## src/rtl/tfd_pkg.sv

```systemverilog
// ----------------------------------------------------------------------------
// tfd_pkg - shared types and constants of the typed frame deframer
// Field widths, result codes and the Adler-32 modulus.
// ----------------------------------------------------------------------------
`default_nettype none

package tfd_pkg;

    localparam int BYTE_W   = 8;
    localparam int KIND_W   = 2;
    localparam int STATUS_W = 3;
    localparam int CFG_W    = 31;

    localparam logic [15:0] ADLER_MOD = 16'd65521;

    typedef logic [BYTE_W-1:0]   byte_t;
    typedef logic [KIND_W-1:0]   kind_t;
    typedef logic [STATUS_W-1:0] status_t;
    typedef logic [CFG_W-1:0]    cfg_t;

    // byte_kind codes
    localparam kind_t KIND_NAME    = 2'd0;
    localparam kind_t KIND_PAYLOAD = 2'd1;
    localparam kind_t KIND_NONE    = 2'd2;

    // status codes
    localparam status_t ST_BUSY     = 3'd0;
    localparam status_t ST_OK       = 3'd1;
    localparam status_t ST_BAD_LEN  = 3'd2;
    localparam status_t ST_BAD_SUM  = 3'd3;
    localparam status_t ST_BAD_TYPE = 3'd4;

    // configuration register indexes
    localparam logic CFG_MIN_LEN = 1'b0;
    localparam logic CFG_MAX_LEN = 1'b1;

    // running Adler-32 halves
    typedef struct packed {
        logic [15:0] low;
        logic [15:0] high;
    } adler_t;

endpackage : tfd_pkg

`default_nettype wire

```

## src/rtl/tfd_ifs.sv

```systemverilog
// ----------------------------------------------------------------------------
// tfd_ifs - request channels of the typed frame deframer
// Byte input channel and result output channel, valid/ready handshake.
// ----------------------------------------------------------------------------
`default_nettype none

interface tfd_in_if
    import tfd_pkg::*;
();
    logic  valid;
    logic  ready;
    byte_t in_byte;

    modport source (output valid, output in_byte, input ready);
    modport sink   (input valid, input in_byte, output ready);
endinterface : tfd_in_if

interface tfd_out_if
    import tfd_pkg::*;
();
    logic    valid;
    logic    ready;
    byte_t   out_byte;
    kind_t   byte_kind;
    logic    frame_end;
    status_t status;

    modport source (output valid, output out_byte, output byte_kind, output frame_end,
                    output status, input ready);
    modport sink   (input valid, input out_byte, input byte_kind, input frame_end,
                    input status, output ready);
endinterface : tfd_out_if

`default_nettype wire

```

## src/rtl/tfd_adler.sv

```systemverilog
// ----------------------------------------------------------------------------
// tfd_adler - one-byte Adler-32 update
// Adds a byte into both running sums, each reduced by one conditional subtract.
// ----------------------------------------------------------------------------
`default_nettype none

module tfd_adler
    import tfd_pkg::*;
(
    input  adler_t sum,
    input  byte_t  data,
    output adler_t sum_next
);

    logic [16:0] low_raw;
    logic [16:0] high_raw;
    logic [15:0] low_mod;

    // low < MOD and data < 256, so one subtract is enough
    assign low_raw  = {1'b0, sum.low} + {9'd0, data};
    assign low_mod  = (low_raw >= {1'b0, ADLER_MOD}) ? 16'(low_raw - {1'b0, ADLER_MOD})
                                                      : low_raw[15:0];
    assign high_raw = {1'b0, sum.high} + {1'b0, low_mod};

    assign sum_next.low  = low_mod;
    assign sum_next.high = (high_raw >= {1'b0, ADLER_MOD}) ? 16'(high_raw - {1'b0, ADLER_MOD})
                                                            : high_raw[15:0];

endmodule : tfd_adler

`default_nettype wire

```

## src/rtl/typed_frame_deframer_adler32.sv

```systemverilog
// ----------------------------------------------------------------------------
// typed_frame_deframer_adler32 - length-prefixed frame deframer, Adler-32 check
//
// Usage:
//   stream  : one received byte per request (valid/ready).
//   result  : name bytes, payload bytes and one status request per frame.
//   cfg_*   : write port for min/max frame length; write only while idle.
// Frame: 32-bit big-endian length L, L-4 content bytes (32-bit type length,
// name, NUL, payload), then a big-endian Adler-32 of the content.
// Path: an accepted byte goes into the input register, and its result, if any,
// into the result register. Throughput: one byte per cycle unless stalled;
// the state update per byte is one Adler add pair and a counter compare.
// Stall: the input register holds while the result register is full and not
// taken; stream.ready drops only then, so a stalled receiver backs up to
// the byte source without losing anything.
// Reset: state goes to waiting for a length field, registers to defaults
// (min 10, max 64 Mi). A bad length or checksum closes the link: bytes are
// still consumed but produce nothing until the next reset.
// ----------------------------------------------------------------------------
`default_nettype none

module typed_frame_deframer_adler32
    import tfd_pkg::*;
(
    input  wire        clk,
    input  wire        rst_n,
    tfd_in_if.sink     stream,
    tfd_out_if.source  result,
    input  wire        cfg_we,
    input  wire        cfg_index,
    input  wire cfg_t  cfg_data
);

    // frame phase codes
    localparam logic [1:0] PH_LEN     = 2'd0;
    localparam logic [1:0] PH_CONTENT = 2'd1;
    localparam logic [1:0] PH_SUM     = 2'd2;

    // configuration
    cfg_t min_len_reg;
    cfg_t max_len_reg;

    // input register
    logic  s1_valid_reg;
    byte_t s1_byte_reg;
    logic  s1_adv;

    // frame state
    logic [1:0]  phase_reg,      phase_next;
    logic [31:0] frame_len_reg,  frame_len_next;
    logic [31:0] clen_reg,       clen_next;      // content length L-4
    logic [31:0] byte_count_reg, byte_count_next;
    logic [31:0] name_len_reg,   name_len_next;
    logic [31:0] nul_idx_reg,    nul_idx_next;   // content index of the NUL
    logic        tl_ok_reg,      tl_ok_next;     // type length valid for this frame
    logic [31:0] rx_sum_reg,     rx_sum_next;
    logic        closed_reg,     closed_next;
    adler_t      adler_reg,      adler_next;
    adler_t      adler_upd;

    // result register
    logic    out_valid_reg;
    byte_t   out_byte_reg;
    kind_t   out_kind_reg;
    logic    out_end_reg;
    status_t out_status_reg;

    // result of the byte in the input register
    logic    res_valid;
    kind_t   res_kind;
    logic    res_end;
    status_t res_status;

    // scratch
    logic [31:0] fl_full;
    logic [31:0] nl_full;
    logic [31:0] count_inc;
    logic        len_bad;

    tfd_adler u_adler (
        .sum      (adler_reg),
        .data     (s1_byte_reg),
        .sum_next (adler_upd)
    );

    // the input register moves on whenever the result register is free or drains
    assign s1_adv       = s1_valid_reg && (!out_valid_reg || result.ready);
    assign stream.ready = !s1_valid_reg || s1_adv;

    assign fl_full   = {frame_len_reg[23:0], s1_byte_reg};
    assign nl_full   = {name_len_reg[23:0], s1_byte_reg};
    assign count_inc = byte_count_reg + 32'd1;
    assign len_bad   = fl_full[31] || (fl_full[30:0] < min_len_reg) ||
                       (fl_full[30:0] > max_len_reg) || (fl_full < 32'd4);

    always_comb
    begin
        phase_next      = phase_reg;
        frame_len_next  = frame_len_reg;
        clen_next       = clen_reg;
        byte_count_next = byte_count_reg;
        name_len_next   = name_len_reg;
        nul_idx_next    = nul_idx_reg;
        tl_ok_next      = tl_ok_reg;
        rx_sum_next     = rx_sum_reg;
        closed_next     = closed_reg;
        adler_next      = adler_reg;
        res_valid       = 1'b0;
        res_kind        = KIND_NONE;
        res_end         = 1'b0;
        res_status      = ST_BUSY;

        if (!closed_reg)
        begin
            unique case (phase_reg)
                PH_LEN:
                begin
                    frame_len_next  = fl_full;
                    byte_count_next = count_inc;
                    if (byte_count_reg[1:0] == 2'd3)
                    begin
                        byte_count_next = '0;
                        clen_next       = fl_full - 32'd4;
                        if (len_bad)
                        begin
                            closed_next = 1'b1;
                            res_valid   = 1'b1;
                            res_end     = 1'b1;
                            res_status  = ST_BAD_LEN;
                        end
                        else
                        begin
                            phase_next = (fl_full == 32'd4) ? PH_SUM : PH_CONTENT;
                        end
                    end
                end

                PH_CONTENT:
                begin
                    adler_next = adler_upd;
                    if (byte_count_reg[31:2] == '0)
                    begin
                        name_len_next = nl_full;
                        if (byte_count_reg[1:0] == 2'd3)
                        begin
                            // clen >= 4 here, so clen-4 = L-8 does not wrap
                            tl_ok_next   = (frame_len_reg >= 32'd8) && (nl_full != '0) &&
                                           !nl_full[31] && (nl_full <= clen_reg - 32'd4);
                            nul_idx_next = nl_full + 32'd3;
                        end
                    end
                    else if (tl_ok_reg)
                    begin
                        if (byte_count_reg < nul_idx_reg)
                        begin
                            res_valid = 1'b1;
                            res_kind  = KIND_NAME;
                        end
                        else if (byte_count_reg > nul_idx_reg)
                        begin
                            res_valid = 1'b1;
                            res_kind  = KIND_PAYLOAD;
                        end
                    end

                    byte_count_next = count_inc;
                    if (count_inc >= clen_reg)
                    begin
                        byte_count_next = '0;
                        phase_next      = PH_SUM;
                    end
                end

                PH_SUM:
                begin
                    rx_sum_next     = {rx_sum_reg[23:0], s1_byte_reg};
                    byte_count_next = count_inc;
                    if (byte_count_reg[1:0] == 2'd3)
                    begin
                        res_valid = 1'b1;
                        res_end   = 1'b1;
                        priority if ({adler_reg.high, adler_reg.low} !=
                                     {rx_sum_reg[23:0], s1_byte_reg})
                        begin
                            closed_next = 1'b1;
                            res_status  = ST_BAD_SUM;
                        end
                        else if (!tl_ok_reg)
                        begin
                            res_status = ST_BAD_TYPE;
                        end
                        else
                        begin
                            res_status = ST_OK;
                        end
                        // start the next frame
                        phase_next      = PH_LEN;
                        byte_count_next = '0;
                        tl_ok_next      = 1'b0;
                        adler_next.low  = 16'd1;
                        adler_next.high = 16'd0;
                    end
                end

                default:
                begin
                    phase_next = PH_LEN;
                end
            endcase
        end
    end

    // configuration writes
    always_ff @(posedge clk or negedge rst_n)
    begin
        if (!rst_n)
        begin
            min_len_reg <= 31'd10;
            max_len_reg <= 31'd67108864;
        end
        else if (cfg_we)
        begin
            unique case (cfg_index)
                CFG_MIN_LEN: min_len_reg <= cfg_data;
                CFG_MAX_LEN: max_len_reg <= cfg_data;
                default:     ;
            endcase
        end
    end

    // input register
    always_ff @(posedge clk or negedge rst_n)
    begin
        if (!rst_n)
        begin
            s1_valid_reg <= 1'b0;
        end
        else if (stream.ready)
        begin
            s1_valid_reg <= stream.valid;
        end
    end

    always_ff @(posedge clk)
    begin
        if (stream.valid && stream.ready)
        begin
            s1_byte_reg <= stream.in_byte;
        end
    end

    // frame state, updated as each byte leaves the input register
    always_ff @(posedge clk or negedge rst_n)
    begin
        if (!rst_n)
        begin
            phase_reg      <= PH_LEN;
            frame_len_reg  <= '0;
            clen_reg       <= '0;
            byte_count_reg <= '0;
            name_len_reg   <= '0;
            nul_idx_reg    <= '0;
            tl_ok_reg      <= 1'b0;
            rx_sum_reg     <= '0;
            closed_reg     <= 1'b0;
            adler_reg.low  <= 16'd1;
            adler_reg.high <= 16'd0;
        end
        else if (s1_adv)
        begin
            phase_reg      <= phase_next;
            frame_len_reg  <= frame_len_next;
            clen_reg       <= clen_next;
            byte_count_reg <= byte_count_next;
            name_len_reg   <= name_len_next;
            nul_idx_reg    <= nul_idx_next;
            tl_ok_reg      <= tl_ok_next;
            rx_sum_reg     <= rx_sum_next;
            closed_reg     <= closed_next;
            adler_reg      <= adler_next;
        end
    end

    // result register
    always_ff @(posedge clk or negedge rst_n)
    begin
        if (!rst_n)
        begin
            out_valid_reg <= 1'b0;
        end
        else if (s1_adv)
        begin
            out_valid_reg <= res_valid;
        end
        else if (result.ready)
        begin
            out_valid_reg <= 1'b0;
        end
    end

    always_ff @(posedge clk)
    begin
        if (s1_adv && res_valid)
        begin
            out_byte_reg   <= (res_kind == KIND_NONE) ? 8'd0 : s1_byte_reg;
            out_kind_reg   <= res_kind;
            out_end_reg    <= res_end;
            out_status_reg <= res_status;
        end
    end

    assign result.valid     = out_valid_reg;
    assign result.out_byte  = out_byte_reg;
    assign result.byte_kind = out_kind_reg;
    assign result.frame_end = out_end_reg;
    assign result.status    = out_status_reg;

    // a closed link stays closed until reset
    a_closed_sticky: assert property (@(posedge clk) disable iff (!rst_n)
        closed_reg |=> closed_reg)
        else $error("link reopened without reset");

    // a data-less result is always a frame end
    a_none_is_end: assert property (@(posedge clk) disable iff (!rst_n)
        (result.valid && result.byte_kind == KIND_NONE) |-> result.frame_end)
        else $error("status result without frame end");

    // data bytes carry the busy status
    a_data_busy: assert property (@(posedge clk) disable iff (!rst_n)
        (result.valid && !result.frame_end) |->
            (result.status == ST_BUSY && result.byte_kind != KIND_NONE))
        else $error("data byte with final status");

    // checksum sums stay reduced
    a_adler_range: assert property (@(posedge clk) disable iff (!rst_n)
        (adler_reg.low < ADLER_MOD) && (adler_reg.high < ADLER_MOD))
        else $error("adler sum out of range");

    // a new frame starts with a fresh checksum
    a_adler_fresh: assert property (@(posedge clk) disable iff (!rst_n)
        (phase_reg == PH_LEN) |-> (adler_reg.low == 16'd1 && adler_reg.high == 16'd0))
        else $error("adler not restarted");

endmodule : typed_frame_deframer_adler32

`default_nettype wire

```

## src/flat_wrapper.sv

```systemverilog
// flat-port wrapper written by rule: the top's interface ports become plain ports
module typed_frame_deframer_adler32_flat import tfd_pkg::*;
  (clk, rst_n, cfg_we, cfg_index, cfg_data, stream_valid, stream_in_byte, stream_ready, result_valid, result_out_byte, result_byte_kind, result_frame_end, result_status, result_ready);
  tfd_in_if stream_i ();
  tfd_out_if result_i ();
  input  wire clk;
  input  wire rst_n;
  input  wire cfg_we;
  input  wire cfg_index;
  input  wire cfg_t cfg_data;
  input wire logic [$bits(stream_i.valid)-1:0] stream_valid;
  input wire logic [$bits(stream_i.in_byte)-1:0] stream_in_byte;
  output wire logic [$bits(stream_i.ready)-1:0] stream_ready;
  output wire logic [$bits(result_i.valid)-1:0] result_valid;
  output wire logic [$bits(result_i.out_byte)-1:0] result_out_byte;
  output wire logic [$bits(result_i.byte_kind)-1:0] result_byte_kind;
  output wire logic [$bits(result_i.frame_end)-1:0] result_frame_end;
  output wire logic [$bits(result_i.status)-1:0] result_status;
  input wire logic [$bits(result_i.ready)-1:0] result_ready;
  assign stream_i.valid = stream_valid;
  assign stream_i.in_byte = stream_in_byte;
  assign stream_ready = stream_i.ready;
  assign result_valid = result_i.valid;
  assign result_out_byte = result_i.out_byte;
  assign result_byte_kind = result_i.byte_kind;
  assign result_frame_end = result_i.frame_end;
  assign result_status = result_i.status;
  assign result_i.ready = result_ready;
  typed_frame_deframer_adler32 u_core (.clk(clk), .rst_n(rst_n), .stream(stream_i), .result(result_i), .cfg_we(cfg_we), .cfg_index(cfg_index), .cfg_data(cfg_data));
endmodule
```

## config.mk

```make
export PLATFORM = sky130hd
export DESIGN_NAME = typed_frame_deframer_adler32_flat
export DESIGN_NICKNAME = d
export VERILOG_FILES = /design/src/rtl/tfd_pkg.sv /design/src/rtl/tfd_ifs.sv /design/src/rtl/tfd_adler.sv /design/src/rtl/typed_frame_deframer_adler32.sv /design/src/flat_wrapper.sv
export SDC_FILE = /design/constraint.sdc
export NUM_CORES = 1
export LEC_CHECK = 0
export CELL_PAD_IN_SITES_DETAIL_PLACEMENT = 0
export CELL_PAD_IN_SITES_GLOBAL_PLACEMENT = 1
export CORE_MARGIN = 8
export CORE_UTILIZATION = 25
export CTS_CLUSTER_DIAMETER = 50
export DETAILED_ROUTE_END_ITERATION = 8
export DONT_BUFFER_PORTS = 1
export GPL_TIMING_DRIVEN = 1
export PLACE_DENSITY_LB_ADDON = 0.1
export SLEW_MARGIN = 25
export SYNTH_ARGS = -nofsm -noshare
export SYNTH_HDL_FRONTEND = slang
export SYNTH_SLANG_ARGS = --single-unit
```

## constraint.sdc

```tcl
create_clock -name clk -period 7.2 [get_ports clk]
set_clock_uncertainty 0.05 [all_clocks]
set_input_delay 2.16 -clock clk [delete_from_list [all_inputs] [get_ports clk]]
set_output_delay 2.16 -clock clk [all_outputs]
set_load 0.05 [all_outputs]
```

After elaboration in Yosys (flattened, before gate mapping)
Cells that the tools add are included.
{ "word_totals": {"register_bits": 298, "in_bits": 45, "out_inout_bits": 16} }
{ "op_classes": {"add_sub_neg": 8, "magnitude_cmp": 10, "eq_ne": 12, "n_mux": 45, "bitwise_logic": 2, "reduce_logical": 32} }
{ "op_table": {"columns": ["operator", "n"], "rows": [
  ["$pmux 32 s2", 2],
  ["$mux 32", 3],
  ["$sub 32x3->32 const B", 2],
  ["$ge 17x16->1 const B", 2],
  ["$add 32x1->32 const B", 1],
  ["$add 32x2->32 const B", 1],
  ["$eq 32x3->1 const B", 1],
  ["$ge 32x32->1", 1],
  ["$ge 32x4->1 const B", 1],
  ["$gt 32x32->1", 1],
  ["$le 32x32->1", 1],
  ["$lt 32x3->1 const B", 1],
  ["$lt 32x32->1", 1],
  ["$mux 16", 2],
  ["$ne 32x32->1", 1],
  ["$reduce_bool 32->1", 1],
  ["$sub 16x16->16 const B", 2],
  ["$gt 31x31->1", 1],
  ["$lt 31x31->1", 1],
  ["$logic_not 30->1", 1],
  ["$mux 2", 12],
  ["$add 16x16->17", 1],
  ["$add 16x8->17", 1],
  ["$mux 1", 16],
  ["other kinds (21)", 52]
]} }

Depth between registers and ports, before layout
Gate-level depths: netlist of run 1.
{ "depth": {"word_depth": 9, "mapped_depth": 23, "ltp_nobuf": 21} }

Cells and area by module
A second synthesis of run 1 with hierarchy kept.
{ "hier_totals": {"hier_cells": 2066, "hier_area_um2": 19482.4} }
{ "modules_own_cells": {"columns": ["module", "instances", "cells_each", "area_each_um2", "seq_area_each_um2"], "rows": [
  ["typed_frame_deframer_adler32", 1, 1783, 17551.8, 7572.3],
  ["tfd_adler", 1, 283, 1930.6, 0.0]
]} }

Worst setup path after synthesis of run 1
OpenSTA, ideal clock, no wires.
{ "synth_path": {"path_type": "flip-flop to flip-flop", "startpoint": "register u_core.s1_byte_reg[0]", "endpoint": "register u_core.adler_reg[5] in the netlist's numbering", "setup_ns": 0.069, "arrival_time_ns": 5.935, "setup_slack_ns": 1.146, "stages_incl_launch_ff": 23, "period_less_slack_ns": 6.054, "cell_sequence": "edfxtp_1 ha_1 fa_1 a211oi_2 o22ai_1 o311ai_1 nand4_1 a2111o_1 o21a_1 xnor2_1 ha_1 inv_1 fa_1 nand2b_1 a211o_1 a32o_1 xnor2_1 and4_1 nand4_1 o41a_1 buf_6 or4_1 nand3_1"} }
{ "synth_between": {"elab_chain_cells": 7} }
{ "synth_rtl": {"columns": ["element", "line_no", "text"], "rows": [
  ["start: declaration", "typed_frame_deframer_adler32.sv:45", "byte_t s1_byte_reg;"],
  ["start signal: assignment", "typed_frame_deframer_adler32.sv:248", "s1_byte_reg <= stream.in_byte;"],
  ["$add 16x8->17 (*)", "tfd_adler.sv:20", "assign low_raw = {1'b0, sum.low} + {9'd0, data};"],
  ["$sub 16x16->16 / $ge 17x16->1 (equally long branches)", "tfd_adler.sv:21", "assign low_mod = (low_raw >= {1'b0, ADLER_MOD}) ? 16'(low_raw - {1'b0, ADLER_MOD})"],
  ["$mux 16 (*)", "tfd_adler.sv:21", null],
  ["$add 16x16->17 (*)", "tfd_adler.sv:23", "assign high_raw = {1'b0, sum.high} + {1'b0, low_mod};"],
  ["$sub 16x16->16 / $ge 17x16->1 (equally long branches)", "tfd_adler.sv:26", "assign sum_next.high = (high_raw >= {1'b0, ADLER_MOD}) ? 16'(high_raw - {1'b0, ADLER_MOD})"],
  ["$mux 16 (*)", "tfd_adler.sv:26", null],
  ["$pmux 32 s2 (*)", "typed_frame_deframer_adler32.sv:115", "unique case (phase_reg)"],
  ["end signal: assignment", "typed_frame_deframer_adler32.sv:280", "adler_reg <= adler_next;"],
  ["end: declaration", "typed_frame_deframer_adler32.sv:58", "adler_t adler_reg, adler_next;"]
]} }
Every way passes the cells marked *; elsewhere a longest branch is shown, timed or not.
A chain may end at the register's enable or synchronous reset.

Worst setup path after layout of run 1
{ "layout_path": {"startpoint": "register u_core.s1_byte_reg[0]", "endpoint": "register u_core.adler_reg[11] in the netlist's numbering"} }
The elaborated chain is that of the path after synthesis.

==> impl_results.md, run 1 <==
- Critical path class: flop to flop
- Slew Limit Headroom: 38.9%
- Critical path, cell by cell: ha_1, fa_1, a211oi_4, o22ai_1, o311ai_2, nand4_1, a2111o_1, o21a_1, xnor2_1, ha_1, inv_1, fa_1, nand2b_1, a211o_1, a32o_1, xnor2_2, and4_1, nand4_1, o41a_4, or4_1, nand3_1
- Post-DP HPWL: 49100 um
- Routability cong.: 0.821
- Critical path capture point type: flop
- Max Cap Violations: 0
- IO Count: ~60
- Total track usage: 14.8%
- Post-CTS Hold Buffers: 0
- Vias: 15800
- CTS tree: built
- Final Cycle Share: a little over nine tenths
- Post-synthesis mux area share: 6.25%
- Number of global-route vias before repair: 16200
- Peak supply drop: about 0.16 mV
- Critical-path top delay cell: o41a_4
- Post-Synth Simple-Gate Area: between 10% and 20%
- Final number of hold-violating endpoints: 0
- Flop-to-flop setup slack: 390 ps
- Final nets: 2423
- First DRT Iteration DRCs: roughly 790
- Die Ht: roughly 300 um
- Initial antenna violation count: 2
- Synth cell types: 78
- Seq cells post-synth: between 200 and 300
- Multi-input gate area: between 0.01 and 0.015 mm2
- CTS buffer count: 66
- Net Count, Synth: 2404
- CP Max Fanout: 14
- Remaining DRCs: 0
- Final setup margin: 395 ps
- Clock Pin Slew Worst Setup and Hold Paths: 50 ps
- RR Endpoint: u_core.adler_reg[11]
- Post-route ant nets: 0
- Cell family with most CP delay: compound AO/OA/AOI/OAI gates
- TritonRoute pass-1 iters: 6
- WHS: 428 ps
- CP bufs+invs: 1
- Hold depth: 2
- Antenna Cells: 0
- Post-Synth XOR/XNOR Area: a little over 7%
- Die area: between 0.08 and 0.09 mm2
- CTS root buffer: clkbuf_16
- F_max: 0.147 GHz
- Worst r2r src: u_core.s1_byte_reg[0]
- Drt total wl: 66400 um
- Sequential share of the synthesized area: 38.0%
- EDFF count, synth: 22
- Combinational family with the most area after synthesis: simple AND/OR/NAND/NOR gates
- Setup WS pre-CTS: between 150 and 200 ps
- YS warnings: 0
- Fin util: between 20% and 30%
- Worst EP arrival: 7260 ps
- Core box area: 0.0790 mm2
- Synth Area in Compound Gates: 14.2%
- Final setup fails: 0
- R2R depth: 21
- Min Tclk post-route: 6810 ps
- First-pass GRT wire length: 103000 um
- Fillers: 8271
- Synthesized cell area: between 0.015 and 0.02 mm2
- CP Launch Type: flop
- Status: completed
- Total clock sinks: between 200 and 300
- Vias/cell: 4.81
- Cell count after synthesis: 2158
- Hold EP: u_core.nul_idx_reg[31]
- Hold WC Path Type: flop to flop
- Post-synth top area share: 34.2%
- Starting Density: 25.2%
- Synth async-reset ratio: 92.6%
- Power per cell area: 223 mW/mm2
- Max clock buf depth: 3
- DIE WIDTH: approximately 300 um
- Syn avg cell area: 9.23 um2
- Fraction of layout cells with a size suffix above 1: 12.5%
- Later-pin clock latency in the skew report: 610 ps
- Layout area overhead: 18.1%
- Grt ovf: 0
- Pins over their slew limit: 0
- Req. time, crit path: 7650 ps
- Adder-Cell Fraction of Synth Area: around an eighth
- Crit-path max cell delay: 650 ps
- Lkg Pwr: 0.0110 uW
- Post-DR wirelength/cell: a little over 20 um
- Clock H-tree levels: 3
- Std-Cell Rows: ~100
- Top post-synthesis cells by area: dfrtp_1 34%, ha_1 13%, mux2_2 6.0%
- Port buffer count: 0
- FF/Latch Area: 0.00757 mm2
- Pin count of the biggest net entering global routing: ~280
- Worst Hold Launch: u_core.nul_idx_reg[31]
- Yosys top cell by area: dfrtp_1
- Slew @ Worst Pin: 915 ps
- Top FF cell, synth: dfrtp_1
==> logic make-up after synthesis <==
group	Yosys count
fa+ha+maj	201
flops	298
xor+xnor	165
compound gates	449
simple gates	688
mux	111
buf+inv	246
==> worst max-delay path by stage <==
stage	start	to	slack [ps]	cells after the start
6_report	u_core.s1_byte_reg[0]	u_core.adler_reg[11]	390	21
5_1_grt	u_core.s1_byte_reg[0]	u_core.adler_reg[13]	-50	22
4_1_cts	u_core.s1_byte_reg[0]	u_core.adler_reg[4]	150	21
3_5_place_dp	u_core.s1_byte_reg[0]	u_core.adler_reg[4]	190	21
3_3_place_gp	u_core.s1_byte_reg[0]	u_core.adler_reg[4]	270	21
2_1_floorplan	u_core.s1_byte_reg[0]	u_core.adler_reg[5]	1150	22
==> metrics by stage <==
step | std cells | TNS [ps] | power (uW) | cell area (um2)
finish | 3280 | 0 | 5240 | 23500
floorplan | 2158 | 0 | 2000 | 19900
global route | 3280 | -55.7 | 5460 | 23500
detailed placement | 3157 | 0 | 2100 | 21200
global placement | 3156 | 0 | 2100 | 21100
CTS | 3278 | 0 | 5340 | 23500
==> placed cells by master (no fill, tap or decap), types with 12 or more instances in the layout <==
cell type  count
dfrtp_1      272
nand2_1      228
ha_1         199
inv_1        165
o21ai_0      163
nor2_1       125
xnor2_1      109
mux2_2       106
a21oi_1       82
nand4_1       69
clkbuf_16     67
nand3_1       66
a21o_1        66
xor2_1        55
nor3_1        42
nor4_1        37
buf_4         31
and3_1        27
edfxtp_1      22
a22o_1        18
and2_1        16
o21a_1        13
o211ai_1      13
nor2b_1       12
==> layout make-up <==
class | count | share of cell area [%]
Clock buffer | 80 | 7.59
Sequential cell | 298 | 32.2
Tap cell | 1050 | 5.59
Inverter | 165 | 2.63
Timing Repair Buffer | 32 | 1.01
Multi-Input combinational cell | 1614 | 48.7
Clock inverter | 41 | 2.27
==> tightest hold or removal path: cells and delay by family (launching register included) <==
family | cells | cell delay (ps)
compound gates | 1 | 60
flops | 1 | 340
simple gates | 1 | 50
==> power by group <==
group	total (uW)	internal, uW	switching, uW
Combinational	306	116	190
Sequential	1770	1750	20.5
Clock	3170	2060	1110
Total	5240	3920	1320
==> cells in the mapped netlist, types with 4 or more instances <==
master and count:
dfrtp_1 272, nand2_1 229, ha_1 199, inv_1 165, o21ai_0 164, nor2_1 125
xnor2_1 110, mux2_2 106, a21oi_1 82, clkbuf_1 69, nand4_1 69, nand3_1 67
a21o_1 66, xor2_1 55, nor3_1 43, nor4_1 37, and3_1 27, edfxtp_1 22
a22o_1 18, and2_1 16, nor2b_1 13, o211ai_1 13, o21a_1 13, a211oi_1 12
or4_1 11, or2_2 10, or3_1 9, and4_1 7, nand2b_1 7, o31ai_1 7
a31oi_1 6, buf_1 6, o21ai_1 6, a2111oi_0 5, a22oi_1 5, nor4b_1 5
a221oi_1 4, a32oi_1 4, buf_2 4, dfstp_2 4, mux2i_1 4, nand3b_1 4
o22ai_1 4
==> metal layers <==
layer / vias up / part of all wire, % / track usage (%) / routed length, um
met5: - / 0 / 0 / 0
met2: 245 / 45 / 23.4 / 29800
met4: 0 / 2.4 / 4.46 / 1620
li1: 7761 / - / - / -
met1: 7696 / 49 / 20.2 / 32300
met3: 90 / 4.1 / 2.91 / 2720
==> what timing repair did <==
action / in CTS / in global routing
hold endpoints to repair: 0 / 0
gates resized for setup: 0 / 6
setup endpoints to repair: 0 / 13
buffers inserted: 0 / 2
(Power assumes the default switching activity.)
==> run 2, diff against run 1 <==
GPL_TIMING_DRIVEN = 0   (was 1)
==> run 2 against run 1 <==
  * Clock-buffer cell count is 1 lower
  * Core utilization is 0.50 points higher
  * Highest routed layer unchanged
  * Largest cell class unchanged
  * Sequential share of layout area is 0.53 points lower
  * Fmax is 1.0% lower
  * Global-route usage is 0.74 points higher
==> impl_results.md, run 2 (synthesized netlist as in run 1, its figures left out) <==
- Status: completed
- Post-DP HPWL: 53000 um (+7.9%)
- Clock Pin Slew Worst Setup and Hold Paths: 50 ps (about the same)
- Most common cell after layout, fill and taps aside: dfrtp_1
- Req. time, crit path: 7660 ps (about the same)
- Clock H-tree levels: 3 (unchanged)
- Vias: 16200 (+2.5%)
- Total track usage: 15.5% (+0.74 points)
- Hold WC Path Type: flop to flop
- Slew Limit Headroom: 33.4% (-5.5 points)
- RR Endpoint: u_core.adler_reg[9]
- F_max: 0.145 GHz (-1.0%)
- Remaining DRCs: 0 (unchanged)
- Worst EP arrival: 7340 ps (+80 ps)
- Max clock buf depth: 3 (unchanged)
- Initial antenna violation count: 2 (unchanged)
- Final nets: 2490 (+2.8%)
- DIE WIDTH: 298 um (unchanged)
- CP Max Fanout: 7 (-7)
- Hold EP: u_core.nul_idx_reg[28]
- Die Ht: 298 um (unchanged)
- TritonRoute pass-1 iters: 5 (-1)
- Slew @ Worst Pin: 994 ps (+79.7 ps)
- Setup WS pre-CTS: -511 ps (-701 ps)
- Grt ovf: 0 (unchanged)
- Pin count of the biggest net entering global routing: 277 (unchanged)
- Later-pin clock latency in the skew report: 600 ps (about the same)
- Internal: 4120 uW (+5.1%)
- Peak supply drop: 0.176 mV (+13%)
- Power, Total: 5460 uW (+4.0%)
- Routability cong.: 0.826 (+0.71%)
- Post-route ant nets: 0 (unchanged)
- IO Count: 61 (unchanged)
- Final Cycle Share: 95.5% (+0.97 points)
- CTS buffer count: 67 (+1.5%)
- Layout area overhead: 20.1%
- Worst r2r src: u_core.s1_byte_reg[0]
- Final number of hold-violating endpoints: 0 (unchanged)
- Post-DR wirelength/cell: 20.9 um (+3.4%)
- Die area: 0.0890 mm2 (unchanged)
- Clock group share of total power: 61.7% (+1.3 points)
- Drt total wl: 70100 um (+5.5%)
- Critical path capture point type: flop
- Worst Hold Launch: u_core.nul_idx_reg[28]
- Switching Fraction: 24.4% (-0.74 points)
- CTS root buffer: clkbuf_16
- Fraction of layout cells with a size suffix above 1: 12.2% (-0.32 points)
- Vias/cell: 4.84 (+0.44%)
- Starting Density: 25.2% (unchanged)
- CTS tree: built
- Final setup margin: 325 ps (-69.7 ps)
- Placed cell area: 0.0212 mm2 (+0.46%)
- First DRT Iteration DRCs: 859 (+8.2%)
- Flop pwr share: 32.5% (-1.2 points)
- Pins over their slew limit: 0 (unchanged)
- Post-CTS Hold Buffers: 0 (unchanged)
- CP Launch Type: flop
- CP startpoint: u_core.s1_byte_reg[0]
- Total clock sinks: 298 (unchanged)
- Std-Cell Rows: 103 (unchanged)
- First-pass GRT wire length: 106000 um (+3.7%)
- Min Tclk post-route: 6880 ps (+69.7 ps)
- Port buffer count: 0 (unchanged)
- Hold depth: 2 (unchanged)
- Final Cell Area: 0.0239 mm2 (+1.7%)
- Power per cell area: 228 mW/mm2 (+2.3%)
- Most frequent cells in the layout: 272 x dfrtp_1, 229 x nand2_1, 198 x ha_1
- Critical path class: flop to flop
- Number of global-route vias before repair: 16600 (+2.2%)
- Max Cap Violations: 0 (unchanged)
- WHS: 428 ps (+0.543 ps)
- Flop-to-flop setup slack: 320 ps (-70 ps)
- Final setup fails: 0 (unchanged)
- Core box area: 0.0790 mm2 (unchanged)
- Net Switching: 1330 uW (+0.99%)
- Share of total power in combinational logic: 5.8% (about the same)
- R2R depth: 22 (+4.8%)
- Lkg Pwr: 0.0111 uW (+1.1%)
==> run 2: changes by cell type in the layout (fill, tap and decap cells not counted), moves of 4 or more <==
cell / before / now
buf_1: 0 / 6
buf_4: 31 / 16
clkbuf_1: 7 / 74
clkinv_4: 3 / 7
bufinv_16: 7 / 12
xor2_1: 55 / 51
xor2_2: 0 / 4
==> run 2: area by class of cell <==
| type | count | area, um2 |
|---|---|---|
| well taps | 1050 | 1310 |
| repair buffers | 17 | 131 |
| flip-flops and latches | 298 | 7570 |
| multi-input cells | 1614 | 11500 |
| clock buffers | 79 | 1810 |
| diodes | 2 | 5.00 |
| clock inverters | 42 | 628 |
| plain buffers | 81 | 324 |
| fillers | 8333 | 55100 |
| inverters | 165 | 619 |
==> run 2: worst max-delay path, stage by stage (launching register included) <==
cell	delay [ps]
edfxtp_1	460
ha_1	290
fa_1	450
a211oi_4	370
o21ai_0	170
xor2_1	330
nand4_1	240
a2111o_1	480
o21a_1	300
xnor2_2	210
ha_1	210
inv_1	60
fa_1	400
nand2b_1	240
a211o_1	310
a32o_1	290
xnor2_2	240
and4_4	300
nand4_1	170
o41a_1	480
buf_4	180
or4_1	470
nand3_1	90
==> run 2: power groups by stage <==
stage / registers [uW] / logic, uW / clock network [uW]
global placement: 1820 / 288 / 0
finish: 1780 / 317 / 3360
floorplan: 1790 / 206 / 0
CTS: 1780 / 319 / 3460
global route: 1780 / 357 / 3520
detailed placement: 1820 / 293 / 0
==> run 2: what timing repair did <==
action                                  CTS  global route
endpoints found under the setup margin   15            15
resized for setup                         4            14
setup buffers                            10             6
pin swaps                                 0             4
==> run 2: layer usage <==
layer | GRT usage, % | wire, um | share of wire (%)
met4 | 4.06 | 1500 | 2.1
met1 | 21.2 | 33600 | 48
met3 | 2.73 | 2760 | 3.9
met2 | 25.2 | 32300 | 46
met5 | 0 | 0 | 0
==> run 2: worst max path at each step <==
stage	depth (start not counted)	endpoint	slack, ps
finish	22	u_core.adler_reg[9]	320
global route	22	u_core.adler_reg[7]	-4
CTS	23	u_core.adler_reg[10]	50
detailed placement	22	u_core.adler_reg[10]	-510
global placement	22	u_core.adler_reg[10]	-520
floorplan	22	u_core.adler_reg[5]	1150
==> run 2: per-stage QoR <==
| step | std cells | setup TNS, ps | util [%] |
|---|---|---|---|
| floorplan | 2158 | 0 | - |
| global placement | 3208 | -6050 | 26.9 |
| detailed placement | 3209 | -6030 | 26.9 |
| CTS | 3340 | 0 | 30.1 |
| global route | 3346 | -3.59 | 30.3 |
| finish | 3348 | 0 | 30.3 |
